## src/rtl/rpa_pkg.sv

```systemverilog
`timescale 1ns / 1ps
// rpa_pkg: shared types and codes for the register pool allocator
// no dependencies; used by the channel interfaces, the scan unit and the top level

package rpa_pkg;

  localparam int REG_IDX_W = 5;
  localparam int OPCODE_W  = 2;
  localparam int STATUS_W  = 2;

  typedef enum logic [OPCODE_W-1:0] {
    OP_ALLOC   = 2'd0,
    OP_RELEASE = 2'd1,
    OP_SAVE    = 2'd2,
    OP_RESTORE = 2'd3
  } opcode_t;

  typedef enum logic [STATUS_W-1:0] {
    ST_OK    = 2'd0,
    ST_FULL  = 2'd1,
    ST_NOREG = 2'd2,
    ST_EMPTY = 2'd3
  } status_t;

  typedef enum logic {
    S_IDLE,
    S_SCAN
  } state_t;

  // sequencer to scan unit
  typedef struct packed {
    logic start;
    logic down;
    logic step;
  } scan_ctl_t;

  // scan unit to sequencer
  typedef struct packed {
    logic hit;
    logic last;
    logic empty;
  } scan_stat_t;

endpackage

```

## src/rtl/rpa_if.sv

```systemverilog
`timescale 1ns / 1ps
// rpa_req_if / rpa_rsp_if: valid/ready channels of the register pool allocator
// depends on rpa_pkg for field widths

interface rpa_req_if;
  import rpa_pkg::*;

  logic                 valid;
  logic                 ready;
  logic [OPCODE_W-1:0]  opcode;
  logic [REG_IDX_W-1:0] reg_index;

  modport source (output valid, output opcode, output reg_index, input ready);
  modport sink   (input valid, input opcode, input reg_index, output ready);
endinterface

interface rpa_rsp_if;
  import rpa_pkg::*;

  logic                 valid;
  logic                 ready;
  logic [REG_IDX_W-1:0] reg_index_res;
  logic [STATUS_W-1:0]  status;
  logic                 last;

  modport source (output valid, output reg_index_res, output status, output last,
                  input ready);
  modport sink   (input valid, input reg_index_res, input status, input last,
                  output ready);
endinterface

```

## src/rtl/rpa_scan.sv

```systemverilog
`timescale 1ns / 1ps
// rpa_scan: bit-serial scan unit, walks a working copy of the map one bit a cycle while ctl.step is high
// depends on rpa_pkg (scan_ctl_t, scan_stat_t)

module rpa_scan #(
  parameter int POOL = 18,
  parameter int IW   = 5
) (
  input  logic                 clk,
  input  logic                 rst,
  input  rpa_pkg::scan_ctl_t   ctl,
  input  logic [POOL-1:0]      load_map,
  output rpa_pkg::scan_stat_t  stat,
  output logic [IW-1:0]        idx
);
  import rpa_pkg::*;

  logic [POOL-1:0] work;
  logic [POOL-1:0] work_next;
  logic [POOL-1:0] rest;
  logic [IW-1:0]   ptr;
  logic            down;

  // bits still to visit once the current one is taken
  always_comb begin
    rest      = work;
    rest[ptr] = 1'b0;
  end

  assign stat.hit   = work[ptr];
  assign stat.last  = ~|rest;
  assign stat.empty = ~|work;
  assign idx        = ptr;

  always_comb begin
    work_next = work;
    if (ctl.start) begin
      work_next = load_map;
    end else if (ctl.step) begin
      work_next = rest;
    end
  end

  always_ff @(posedge clk) begin
    if (rst) begin
      work <= '0;
    end else begin
      work <= work_next;
    end
  end

  always_ff @(posedge clk) begin
    if (ctl.start) begin
      down <= ctl.down;
      ptr  <= ctl.down ? IW'(POOL - 1) : '0;
    end else if (ctl.step) begin
      ptr <= down ? ptr - 1'b1 : ptr + 1'b1;
    end
  end

endmodule

```

## src/rtl/register_pool_allocator_top.sv

```systemverilog
`timescale 1ns / 1ps
// register_pool_allocator_top: used-bit map, sequencer and result register
// depends on rpa_pkg, rpa_if (rpa_req_if, rpa_rsp_if) and rpa_scan

// Usage
//   req carries one item (opcode, reg_index); rsp returns result items
//   (reg_index_res, status, last), last marking the final result of an item.
//   Release is answered straight from the request: the result sits in the
//   output register on the next cycle.
//   Allocate, save and restore go through the scan unit, which tests one bit of
//   a working copy of the map per cycle while rsp does not stall it. Allocate
//   stops at the first free index k; a full pool is seen as soon as the scan starts.
//   Save stops at the highest used index h, restore at the lowest used index l.
//   Each gives one result per used register as the walk meets it.
//   One item is worked on at a time; req.ready is high only while idle and the
//   output register is empty or being drained.
//   A stall on rsp holds the walk at the register to be reported, nothing is lost.
//   Reset (rst, synchronous) frees every register and empties the output.

module register_pool_allocator_top #(
  parameter int NUM_TEMP  = 10,
  parameter int NUM_SAVED = 8
) (
  input logic         clk,
  input logic         rst,
  rpa_req_if.sink     req,
  rpa_rsp_if.source   rsp
);
  import rpa_pkg::*;

  localparam int POOL = NUM_TEMP + NUM_SAVED;
  localparam int IW   = $clog2(POOL);

  // state
  state_t          state;
  state_t          state_next;
  logic [POOL-1:0] used_map;
  logic            op_alloc;

  // handshake helpers
  logic            out_free;
  logic            acc;
  opcode_t         op;
  logic            rel_in_pool;
  logic            rel_result;
  logic [IW-1:0]   rel_idx;

  // scan unit hookup
  scan_ctl_t       ctl;
  scan_stat_t      stat;
  logic [IW-1:0]   scan_idx;
  logic [POOL-1:0] load_map;

  // result staging
  logic                 emit;
  logic [REG_IDX_W-1:0] emit_idx;
  status_t              emit_status;
  logic                 emit_last;
  logic                 set_used;
  logic                 clr_used;

  assign out_free    = !rsp.valid || rsp.ready;
  assign req.ready   = (state == S_IDLE) && out_free;
  assign acc         = req.valid && req.ready;
  assign op          = opcode_t'(req.opcode);
  assign rel_in_pool = 32'(req.reg_index) < POOL;
  assign rel_result  = 32'(req.reg_index) == POOL;
  assign rel_idx     = IW'(req.reg_index);

  // allocate hunts for a clear bit, bursts for set bits
  assign load_map = (op == OP_ALLOC) ? ~used_map : used_map;

  rpa_scan #(
    .POOL (POOL),
    .IW   (IW)
  ) u_scan (
    .clk      (clk),
    .rst      (rst),
    .ctl      (ctl),
    .load_map (load_map),
    .stat     (stat),
    .idx      (scan_idx)
  );

  // next state
  always_comb begin
    state_next = state;
    case (state)
      S_IDLE: begin
        if (acc && op != OP_RELEASE) begin
          state_next = S_SCAN;
        end
      end
      S_SCAN: begin
        if (out_free && (stat.empty || (stat.hit && (op_alloc || stat.last)))) begin
          state_next = S_IDLE;
        end
      end
      default: state_next = S_IDLE;
    endcase
  end

  // sequencer outputs
  always_comb begin
    ctl         = '0;
    emit        = 1'b0;
    emit_idx    = '0;
    emit_status = ST_OK;
    emit_last   = 1'b1;
    set_used    = 1'b0;
    clr_used    = 1'b0;
    case (state)
      S_IDLE: begin
        if (acc) begin
          if (op == OP_RELEASE) begin
            // result register is silently ignored, anything past it is unknown
            emit        = 1'b1;
            emit_status = (rel_in_pool || rel_result) ? ST_OK : ST_NOREG;
            clr_used    = rel_in_pool;
          end else begin
            ctl.start = 1'b1;
            ctl.down  = (op == OP_RESTORE);
          end
        end
      end
      S_SCAN: begin
        if (stat.empty) begin
          // nothing to find: pool full for allocate, nothing in use for a burst
          if (out_free) begin
            emit        = 1'b1;
            emit_status = op_alloc ? ST_FULL : ST_EMPTY;
          end
        end else if (stat.hit) begin
          if (out_free) begin
            emit      = 1'b1;
            emit_idx  = REG_IDX_W'(scan_idx);
            emit_last = op_alloc | stat.last;
            set_used  = op_alloc;
            ctl.step  = 1'b1;
          end
        end else begin
          ctl.step = 1'b1;
        end
      end
      default: ;
    endcase
  end

  always_ff @(posedge clk) begin
    if (rst) begin
      state <= S_IDLE;
    end else begin
      state <= state_next;
    end
  end

  always_ff @(posedge clk) begin
    if (acc) begin
      op_alloc <= (op == OP_ALLOC);
    end
  end

  always_ff @(posedge clk) begin
    if (rst) begin
      used_map <= '0;
    end else if (set_used) begin
      used_map[scan_idx] <= 1'b1;
    end else if (clr_used) begin
      used_map[rel_idx] <= 1'b0;
    end
  end

  // output register
  always_ff @(posedge clk) begin
    if (rst) begin
      rsp.valid <= 1'b0;
    end else if (emit) begin
      rsp.valid <= 1'b1;
    end else if (rsp.ready) begin
      rsp.valid <= 1'b0;
    end
  end

  always_ff @(posedge clk) begin
    if (emit) begin
      rsp.reg_index_res <= emit_idx;
      rsp.status        <= emit_status;
      rsp.last          <= emit_last;
    end
  end

  // checks
  a_alloc_marks: assert property (@(posedge clk) disable iff (rst)
    set_used |=> used_map[$past(scan_idx)])
    else $error("allocated register not marked used");

  a_full_means_full: assert property (@(posedge clk) disable iff (rst)
    rsp.valid && rsp.status == ST_FULL |-> &used_map)
    else $error("pool reported full with a free register");

  a_empty_is_last: assert property (@(posedge clk) disable iff (rst)
    rsp.valid && rsp.status == ST_EMPTY |-> rsp.last && ~|used_map)
    else $error("empty burst result malformed");

  a_burst_keeps_map: assert property (@(posedge clk) disable iff (rst)
    state == S_SCAN && !op_alloc |=> $stable(used_map))
    else $error("map changed during save or restore burst");

endmodule
```

## src/flat_wrapper.sv

```systemverilog
// flat-port wrapper written by rule: the top's interface ports become plain ports
module register_pool_allocator_top_flat import rpa_pkg::*;
#(
  parameter int NUM_TEMP  = 10,
  parameter int NUM_SAVED = 8
)
  (clk, rst, req_valid, req_opcode, req_reg_index, req_ready, rsp_valid, rsp_reg_index_res, rsp_status, rsp_last, rsp_ready);
  rpa_req_if req_i ();
  rpa_rsp_if rsp_i ();
  input logic clk;
  input logic rst;
  input wire logic [$bits(req_i.valid)-1:0] req_valid;
  input wire logic [$bits(req_i.opcode)-1:0] req_opcode;
  input wire logic [$bits(req_i.reg_index)-1:0] req_reg_index;
  output wire logic [$bits(req_i.ready)-1:0] req_ready;
  output wire logic [$bits(rsp_i.valid)-1:0] rsp_valid;
  output wire logic [$bits(rsp_i.reg_index_res)-1:0] rsp_reg_index_res;
  output wire logic [$bits(rsp_i.status)-1:0] rsp_status;
  output wire logic [$bits(rsp_i.last)-1:0] rsp_last;
  input wire logic [$bits(rsp_i.ready)-1:0] rsp_ready;
  assign req_i.valid = req_valid;
  assign req_i.opcode = req_opcode;
  assign req_i.reg_index = req_reg_index;
  assign req_ready = req_i.ready;
  assign rsp_valid = rsp_i.valid;
  assign rsp_reg_index_res = rsp_i.reg_index_res;
  assign rsp_status = rsp_i.status;
  assign rsp_last = rsp_i.last;
  assign rsp_i.ready = rsp_ready;
  register_pool_allocator_top #(.NUM_TEMP(NUM_TEMP), .NUM_SAVED(NUM_SAVED)) u_core (.clk(clk), .rst(rst), .req(req_i), .rsp(rsp_i));
endmodule
```

## config.mk

```make
export PLATFORM = sky130hd
export DESIGN_NAME = register_pool_allocator_top_flat
export DESIGN_NICKNAME = d
export VERILOG_FILES = /design/src/rtl/rpa_pkg.sv /design/src/rtl/rpa_if.sv /design/src/rtl/rpa_scan.sv /design/src/rtl/register_pool_allocator_top.sv /design/src/flat_wrapper.sv
export SDC_FILE = /design/constraint.sdc
export NUM_CORES = 1
export LEC_CHECK = 0
export ABC_CLOCK_PERIOD_IN_PS = 3350
export BUFFER_PORTS_ARGS = -buffer_cell sky130_fd_sc_hd__buf_2
export CELL_PAD_IN_SITES_DETAIL_PLACEMENT = 1
export CELL_PAD_IN_SITES_GLOBAL_PLACEMENT = 2
export CORE_MARGIN = 4
export CORE_UTILIZATION = 35
export DETAILED_ROUTE_END_ITERATION = 6
export PLACE_DENSITY = 0.74
export REMOVE_ABC_BUFFERS = 1
export SLEW_MARGIN = 20
export SYNTH_ARGS = -nofsm -noshare
export SYNTH_HDL_FRONTEND = slang
export SYNTH_SLANG_ARGS = --single-unit
```

## constraint.sdc

```tcl
create_clock -name clk -period 3.35 [get_ports clk]
set_clock_uncertainty 0.1 [all_clocks]
set_input_delay 0.8375 -clock clk [delete_from_list [all_inputs] [get_ports clk]]
set_output_delay 0.8375 -clock clk [all_outputs]
set_load 0.1 [all_outputs]
```

## Word-level counts from Yosys, hierarchy flattened

Cells that the tools add are included.

- Logic and storage cells: 96
- Input bits: 11
- Register bits: 53
- Output and inout bits: 10

- Eq/ne operators: 4
- Mux-type cells: 46
- $lt $le $gt $ge: 5
- Add/subtract/negate cells: 2
- Bitwise operators: 8
- Reduce and logical (&&, ||, !) cells: 21

Operators with widths:

| kind | count |
|---|---|
| $mux W18 | 5 |
| $not A18 Y18 | 3 |
| $and A18 B18 Y18 | 2 |
| $reduce_or A18 Y1 | 2 |
| $mux W1 | 22 |
| $mux W5 | 4 |
| $mux W2 | 9 |
| $or A18 B18 Y18 | 1 |
| $lt A5 B6 Y1 const B | 2 |
| $demux W1 S5 | 2 |
| $ge A5 B1 Y1 const B | 2 |
| $logic_and A1 B1 Y1 | 7 |
| $reduce_bool A2 Y1 | 3 |
| $add A5 B1 Y5 const B | 1 |
| $bmux W1 S5 | 1 |
| $eq A5 B5 Y1 const B | 1 |
| $lt A5 B5 Y1 const B | 1 |
| $sub A5 B1 Y5 const B | 1 |
| $logic_or A1 B1 Y1 | 4 |
| $pmux W1 S2 | 2 |
| $pmux W2 S2 | 1 |
| $reduce_and A4 Y1 | 1 |
| $logic_not A1 Y1 | 3 |
| $eq A2 B1 Y1 const B | 1 |
| 5 further kinds | 5 |

## Depth between registers and ports, before layout

- Depth in word-level cells: 14
- Mapped depth: 9

## Hierarchy

From an unflattened synthesis, not the netlist that was laid out.

- Cell total of the unflattened synthesis: 319
- Area total of the unflattened synthesis: 3062.9 um^2

By module, submodules not included:

| module | area an instance (um^2) | cells each | times used | sequential area each (um^2) |
|---|---|---|---|---|
| rpa_scan | 1580.3 | 176 | 1 | 540.5 |
| register_pool_allocator_top | 1482.7 | 143 | 1 | 670.6 |

## Least setup slack after synthesis

No wires, ideal clock.

- Path kind: register to output
- Start point: reg u_core.rsp.valid
- End point: out req_ready
- Buffers on the path: 0
- Arrival time: 2196 ps
- Stages on the path, launching flop included: 3
- Slack: 217 ps
- Cells stage by stage: dfxtp_1 -> nor2b_1 -> nor2_1

- Word-level cells in the longest chain between the ends: 3

Ends and longest elaborated chain:

| what | line | text |
|---|---|---|
| start, declared | rpa_if.sv:26 | `modport source (output valid, output reg_index_res, output status, output last,` |
| start signal, assigned | register_pool_allocator_top.sv:176 | `rsp.valid <= 1'b0;` |
| start signal, assigned | register_pool_allocator_top.sv:178 | `rsp.valid <= 1'b1;` |
| start signal, assigned | register_pool_allocator_top.sv:180 | `rsp.valid <= 1'b0;` |
| $logic_not A1 Y1 | register_pool_allocator_top.sv:62 | `assign out_free = !rsp.valid \|\| rsp.ready;` |
| $logic_or A1 B1 Y1 | register_pool_allocator_top.sv:62 |  |
| $logic_and A1 B1 Y1 | register_pool_allocator_top.sv:63 | `assign req.ready = (state == S_IDLE) && out_free;` |
| end, declared | flat_wrapper.sv:15 | `output wire logic [$bits(req_i.ready)-1:0] req_ready;` |

No other way between the ends.

## Worst setup path after layout

- Start point: reg u_core.u_scan.ptr[1], in the netlist u_core.u_scan.idx[1]
- End point: reg u_core.rsp.last (data pin)

- Word-level cells in the longest chain between the ends: 9
- Elaborated cells on any way between the ends: 13
- Classes of those cells: order compare (2); mux (4); bitwise (3); reduce/logical (4)

Ends and longest elaborated chain:

| what | line | text |
|---|---|---|
| start, declared | rpa_scan.sv:21 | `logic [IW-1:0] ptr;` |
| start signal, assigned | rpa_scan.sv:55 | `ptr <= ctl.down ? IW'(POOL - 1) : '0;` |
| start signal, assigned | rpa_scan.sv:57 | `ptr <= down ? ptr - 1'b1 : ptr + 1'b1;` |
| $lt A5 B6 Y1 (not written as such) / $ge A5 B1 Y1 (equally long branches) | rpa_scan.sv:27 | `rest[ptr] = 1'b0;` |
| $logic_and A1 B1 Y1 (not written as such) | rpa_scan.sv:27 |  |
| $mux W1 (not written as such) | rpa_scan.sv:27 |  |
| $demux W1 S5 | - |  |
| $not A18 Y18 (no line) | - |  |
| $and A18 B18 Y18 (no line) | - |  |
| $reduce_or A18 Y1 | rpa_scan.sv:31 | `assign stat.last = ~\|rest;` |
| $logic_not A1 Y1 | rpa_scan.sv:31 |  |
| $or A1 B1 Y1 | register_pool_allocator_top.sv:137 | `emit_last = op_alloc \| stat.last;` |
| end signal, assigned | register_pool_allocator_top.sv:188 | `rsp.last <= emit_last;` |
| end, declared | rpa_if.sv:26 |  |

Several ways; a longest one is shown, not always the timed one. The select of a mux whose other input is x is not followed.
A chain may end at the register's enable or synchronous reset.

==> flow_summary.yaml <==
status:
  run_status: "completed"
sta:
  worst_slack_ns: 0.5947
  finalHoldViolCount: 0
  min_period_over_period: 0.8225
  slew-limit-headroom: 0.4311
  setup_repair_after_global_routing_missed_its_margin: "no"
  final_period_minus_worst_setup_slack_ns: 2.755
  worstMarginPinSlew_ns: 0.8481
  timing_max_transition_violations_final: 0
  max_freq_ghz: 0.3629
  finalSetupViolCount: 0
placement:
  post-place-ws_ns: 0.5533
  io_buffer_count: 20
  routabilityCongestion: 0.8709
  hpwlAfterDp_mm: 8.929
setup_path:
  rrSetupSlack_ns: 0.59
  critical_path.reg2reg.startpoint: "u_core.u_scan.idx[1]"
  path_cells: "mux4_1 > mux2i_2 > o311ai_4 > nand4_2 > or3_1"
  critical-path-slowest-cell: "sky130_fd_sc_hd__edfxtp_1"
  cp_arrival_ns: 2.72
  worst_setup_sp_type: "register"
  ff2ff_path_depth: 5
  critical_path.endpoint_type: "register"
  critPathMaxStageDelay_ns: 0.63
  reg2reg_to: "u_core.rsp.last"
  worstSetupStartpoint: "u_core.u_scan.idx[1]"
  timing.setup.critical_path_class: "reg -> reg"
  worst-path-max-fanout: 21
  timing.critical_path.required_ns: 3.31
power:
  total_power_w: 0.002981
  power.leakage_nw: 1.380
  power.ir.vdd_worst_v: 0.0003502
  power-per-cell-area_nw_per_um2: 805.3
clock_tree:
  cts_inserted_buffers: 5
  cts_hold_buffers: 0
  cts.htree.levels: 2
  cts.sink_count: 53
  worst_skew_pair.late_latency_ns: 0.31
  cts_setup_buffers: 0
  clock_tree.buffer_depth: 2
  postCtsResizedCells: 0
  clock-root-buffer: "sky130_fd_sc_hd__clkbuf_8"
  cts_tree: "done"
  clkTransAtPathRegs_ns: 0.11
routing:
  routed.top_layer: "met4"
  dr_wl_met2_mm: 5.377
  drt_iter0_markers: 180
  wl_per_cell_um: 21.05
  vias: 3237
  drt-met1-wl_mm: 5.615
  postRouteAntennaNets: 0
  totalWireLength_mm: 11.58
  post_drt_via_cell_ratio: 5.885
  detailroute.wirelength.met3_um: 465
  drc: 0
  firstDrtPassIters: 5
logic_synthesis:
  synth.yosys.seq_area_share: 0.3581
  number_of_register_bits_inferred_by_synthesis: 53
  synth_top_family_by_area: "compound AO/OA/AOI/OAI gates"
  dominantRegCellSynth: "sky130_fd_sc_hd__dfxtp_1"
  ys_types: 55
  syn_area_um2: 3382
  synth.mux.area_fraction: 0.03626
  synth-adder-area-share: 0.01702
  syn-mean-instance-area_um2: 8.371
  yosysWarnings: 0
  asyncSetResetFlopFracSynth: 0
  synth_xor_xnor_area_share: 0.01036
  post_synth_and_or_nand_nor_area_fraction: 0.2497
  post_synth_inst_count: 404
  synth-edff-count: 15
  synth_compound_area_frac: 0.2630
finish:
  diodes: 0
  areaGrowthSynthToFinish_pct: 9.471
  nFillCells: 1125
  drive_gt1_frac: 0.1663
  final_core_util: 0.3969
  layout.cells.most_common_list: "sky130_fd_sc_hd__nand2_1, sky130_fd_sc_hd__nor2_1, sky130_fd_sc_hd__dfxtp_1"
  area_used_by_multi_input_combinational_logic_um2: 1949
  layout.cells.most_common: "sky130_fd_sc_hd__nand2_1"
  ff_latch_area_um2: 1211
  num-nets-final: 435
grt:
  grt_start_max_net_pins: 37
  antenna_found_initial: 0
  total_routing_usage_reported_by_global_routing: 0.2105
  grt_pass1_vias: 3197
  global_route.overflow_total: 0
  grt_first_pass_wirelength_mm: 18.51
worst_hold_path:
  timing.hold.worst_endpoint: "u_core.used_map[16]"
  hp-class: "reg -> reg"
  min-delay-start: "u_core.used_map[16]"
  worst_hold_path.num_cells: 2
floorplan:
  overall_die_area_um2: 11300
  die_h_um: 106.3
  floorplan.die.width_um: 106.3
  ioPinCount: 21
  core-area_um2: 9328
  initial_utilization: 0.3626
  core.rowCount: 35
flow_run:
  timing.max_cap.violations: 0
## state kept, by name (all words and copies together) (netlist names)
register and count:
u_core.rsp.reg_index_res 5, u_core.used_map 18, u_core.rsp.last 1, u_core.op_alloc 1, u_core.rsp.valid 1, u_core.u_scan.idx 5, u_core.state 1, u_core.rsp.status 2
u_core.u_scan.down 1, u_core.u_scan.work 18
## synth_stat cells, types with 3 or more instances
library cell	number	share of area
sky130_fd_sc_hd__nor3_1	3	0.0044
sky130_fd_sc_hd__nand4_1	4	0.0074
sky130_fd_sc_hd__nor2_1	40	0.044
sky130_fd_sc_hd__nand2_1	52	0.058
sky130_fd_sc_hd__dfxtp_1	38	0.22
sky130_fd_sc_hd__nand3_1	30	0.044
sky130_fd_sc_hd__nor4_1	7	0.013
sky130_fd_sc_hd__o221a_2	3	0.010
sky130_fd_sc_hd__o211ai_1	4	0.0089
sky130_fd_sc_hd__nor2b_1	3	0.0055
sky130_fd_sc_hd__o31ai_2	11	0.041
sky130_fd_sc_hd__buf_6	7	0.023
sky130_fd_sc_hd__nand2b_1	6	0.011
sky130_fd_sc_hd__a21oi_1	33	0.049
sky130_fd_sc_hd__edfxtp_1	15	0.13
sky130_fd_sc_hd__ha_1	3	0.011
sky130_fd_sc_hd__clkbuf_1	14	0.016
sky130_fd_sc_hd__or3_1	14	0.026
sky130_fd_sc_hd__inv_1	14	0.016
sky130_fd_sc_hd__o221ai_1	19	0.049
sky130_fd_sc_hd__o31ai_1	12	0.027
sky130_fd_sc_hd__xor2_1	3	0.0078
sky130_fd_sc_hd__o21ai_0	26	0.038
sky130_fd_sc_hd__or2_2	3	0.0055
## area by class of cell
class / count / area share
multi-input combinational: 310 / 0.5265
clock inverter: 2 / 0.01048
tap: 129 / 0.04360
sequential: 53 / 0.3271
clock buffer: 6 / 0.01960
timing repair buffer: 35 / 0.05745
inverter: 15 / 0.01521
## per-layer routing
| layer | vias up | GRT usage |
|---|---|---|
| li1 | 1537 | - |
| met1 | 1614 | 0.3126 |
| met2 | 78 | 0.3326 |
| met3 | 8 | 0.02247 |
| met4 | 0 | 0.03700 |
| met5 | - | 0 |
## cells by family (layout without fill, tap and decap cells)
logic type | after synthesis | after routing
buf+inv | 41 | 58
xor+xnor | 4 | 4
flops | 53 | 53
compound gates | 122 | 122
mux | 6 | 6
simple gates | 174 | 174
fa+ha+maj | 4 | 4
## worst max-delay path, delay by kind of cell, from the launching register on
kind	cells	cell delay (ns)
simple gates	2	1.00
compound gates	1	0.33
flops	1	0.63
mux	2	0.44
## stage by stage
step | hold WS (ns) | area, um^2 | TNS [ns] | std cells
final | 0.4271 | 3702 | 0 | 550
after global routing | 0.4646 | 3702 | 0 | 550
after CTS | 0.4392 | 3702 | 0 | 550
after detailed placement | 0.4214 | 3591 | 0 | 542
after global placement | 0.3995 | 3591 | 0 | 542
after floorplan | 0.3567 | 3217 | -0.6532 | 378
## worst max-delay path by stage
stage / endpoint / slack [ns]
floorplan: u_core.u_scan.idx[0] / -0.13
global route: u_core.used_map[15] / 0.35
global placement: u_core.rsp.last / 0.67
finish: u_core.rsp.last / 0.59
CTS: u_core.rsp.reg_index_res[3] / 0.53
detailed placement: u_core.rsp.status[0] / 0.55
## power breakdown
group	internal [W]	leakage (nW)	switching, W	total, W
registers	0.000816	0.449	0.000162	0.000979
logic	0.000462	0.876	0.00109	0.00155
clock network	0.000227	0.0558	0.000228	0.000455
Power figures use the tool's default switching activity.
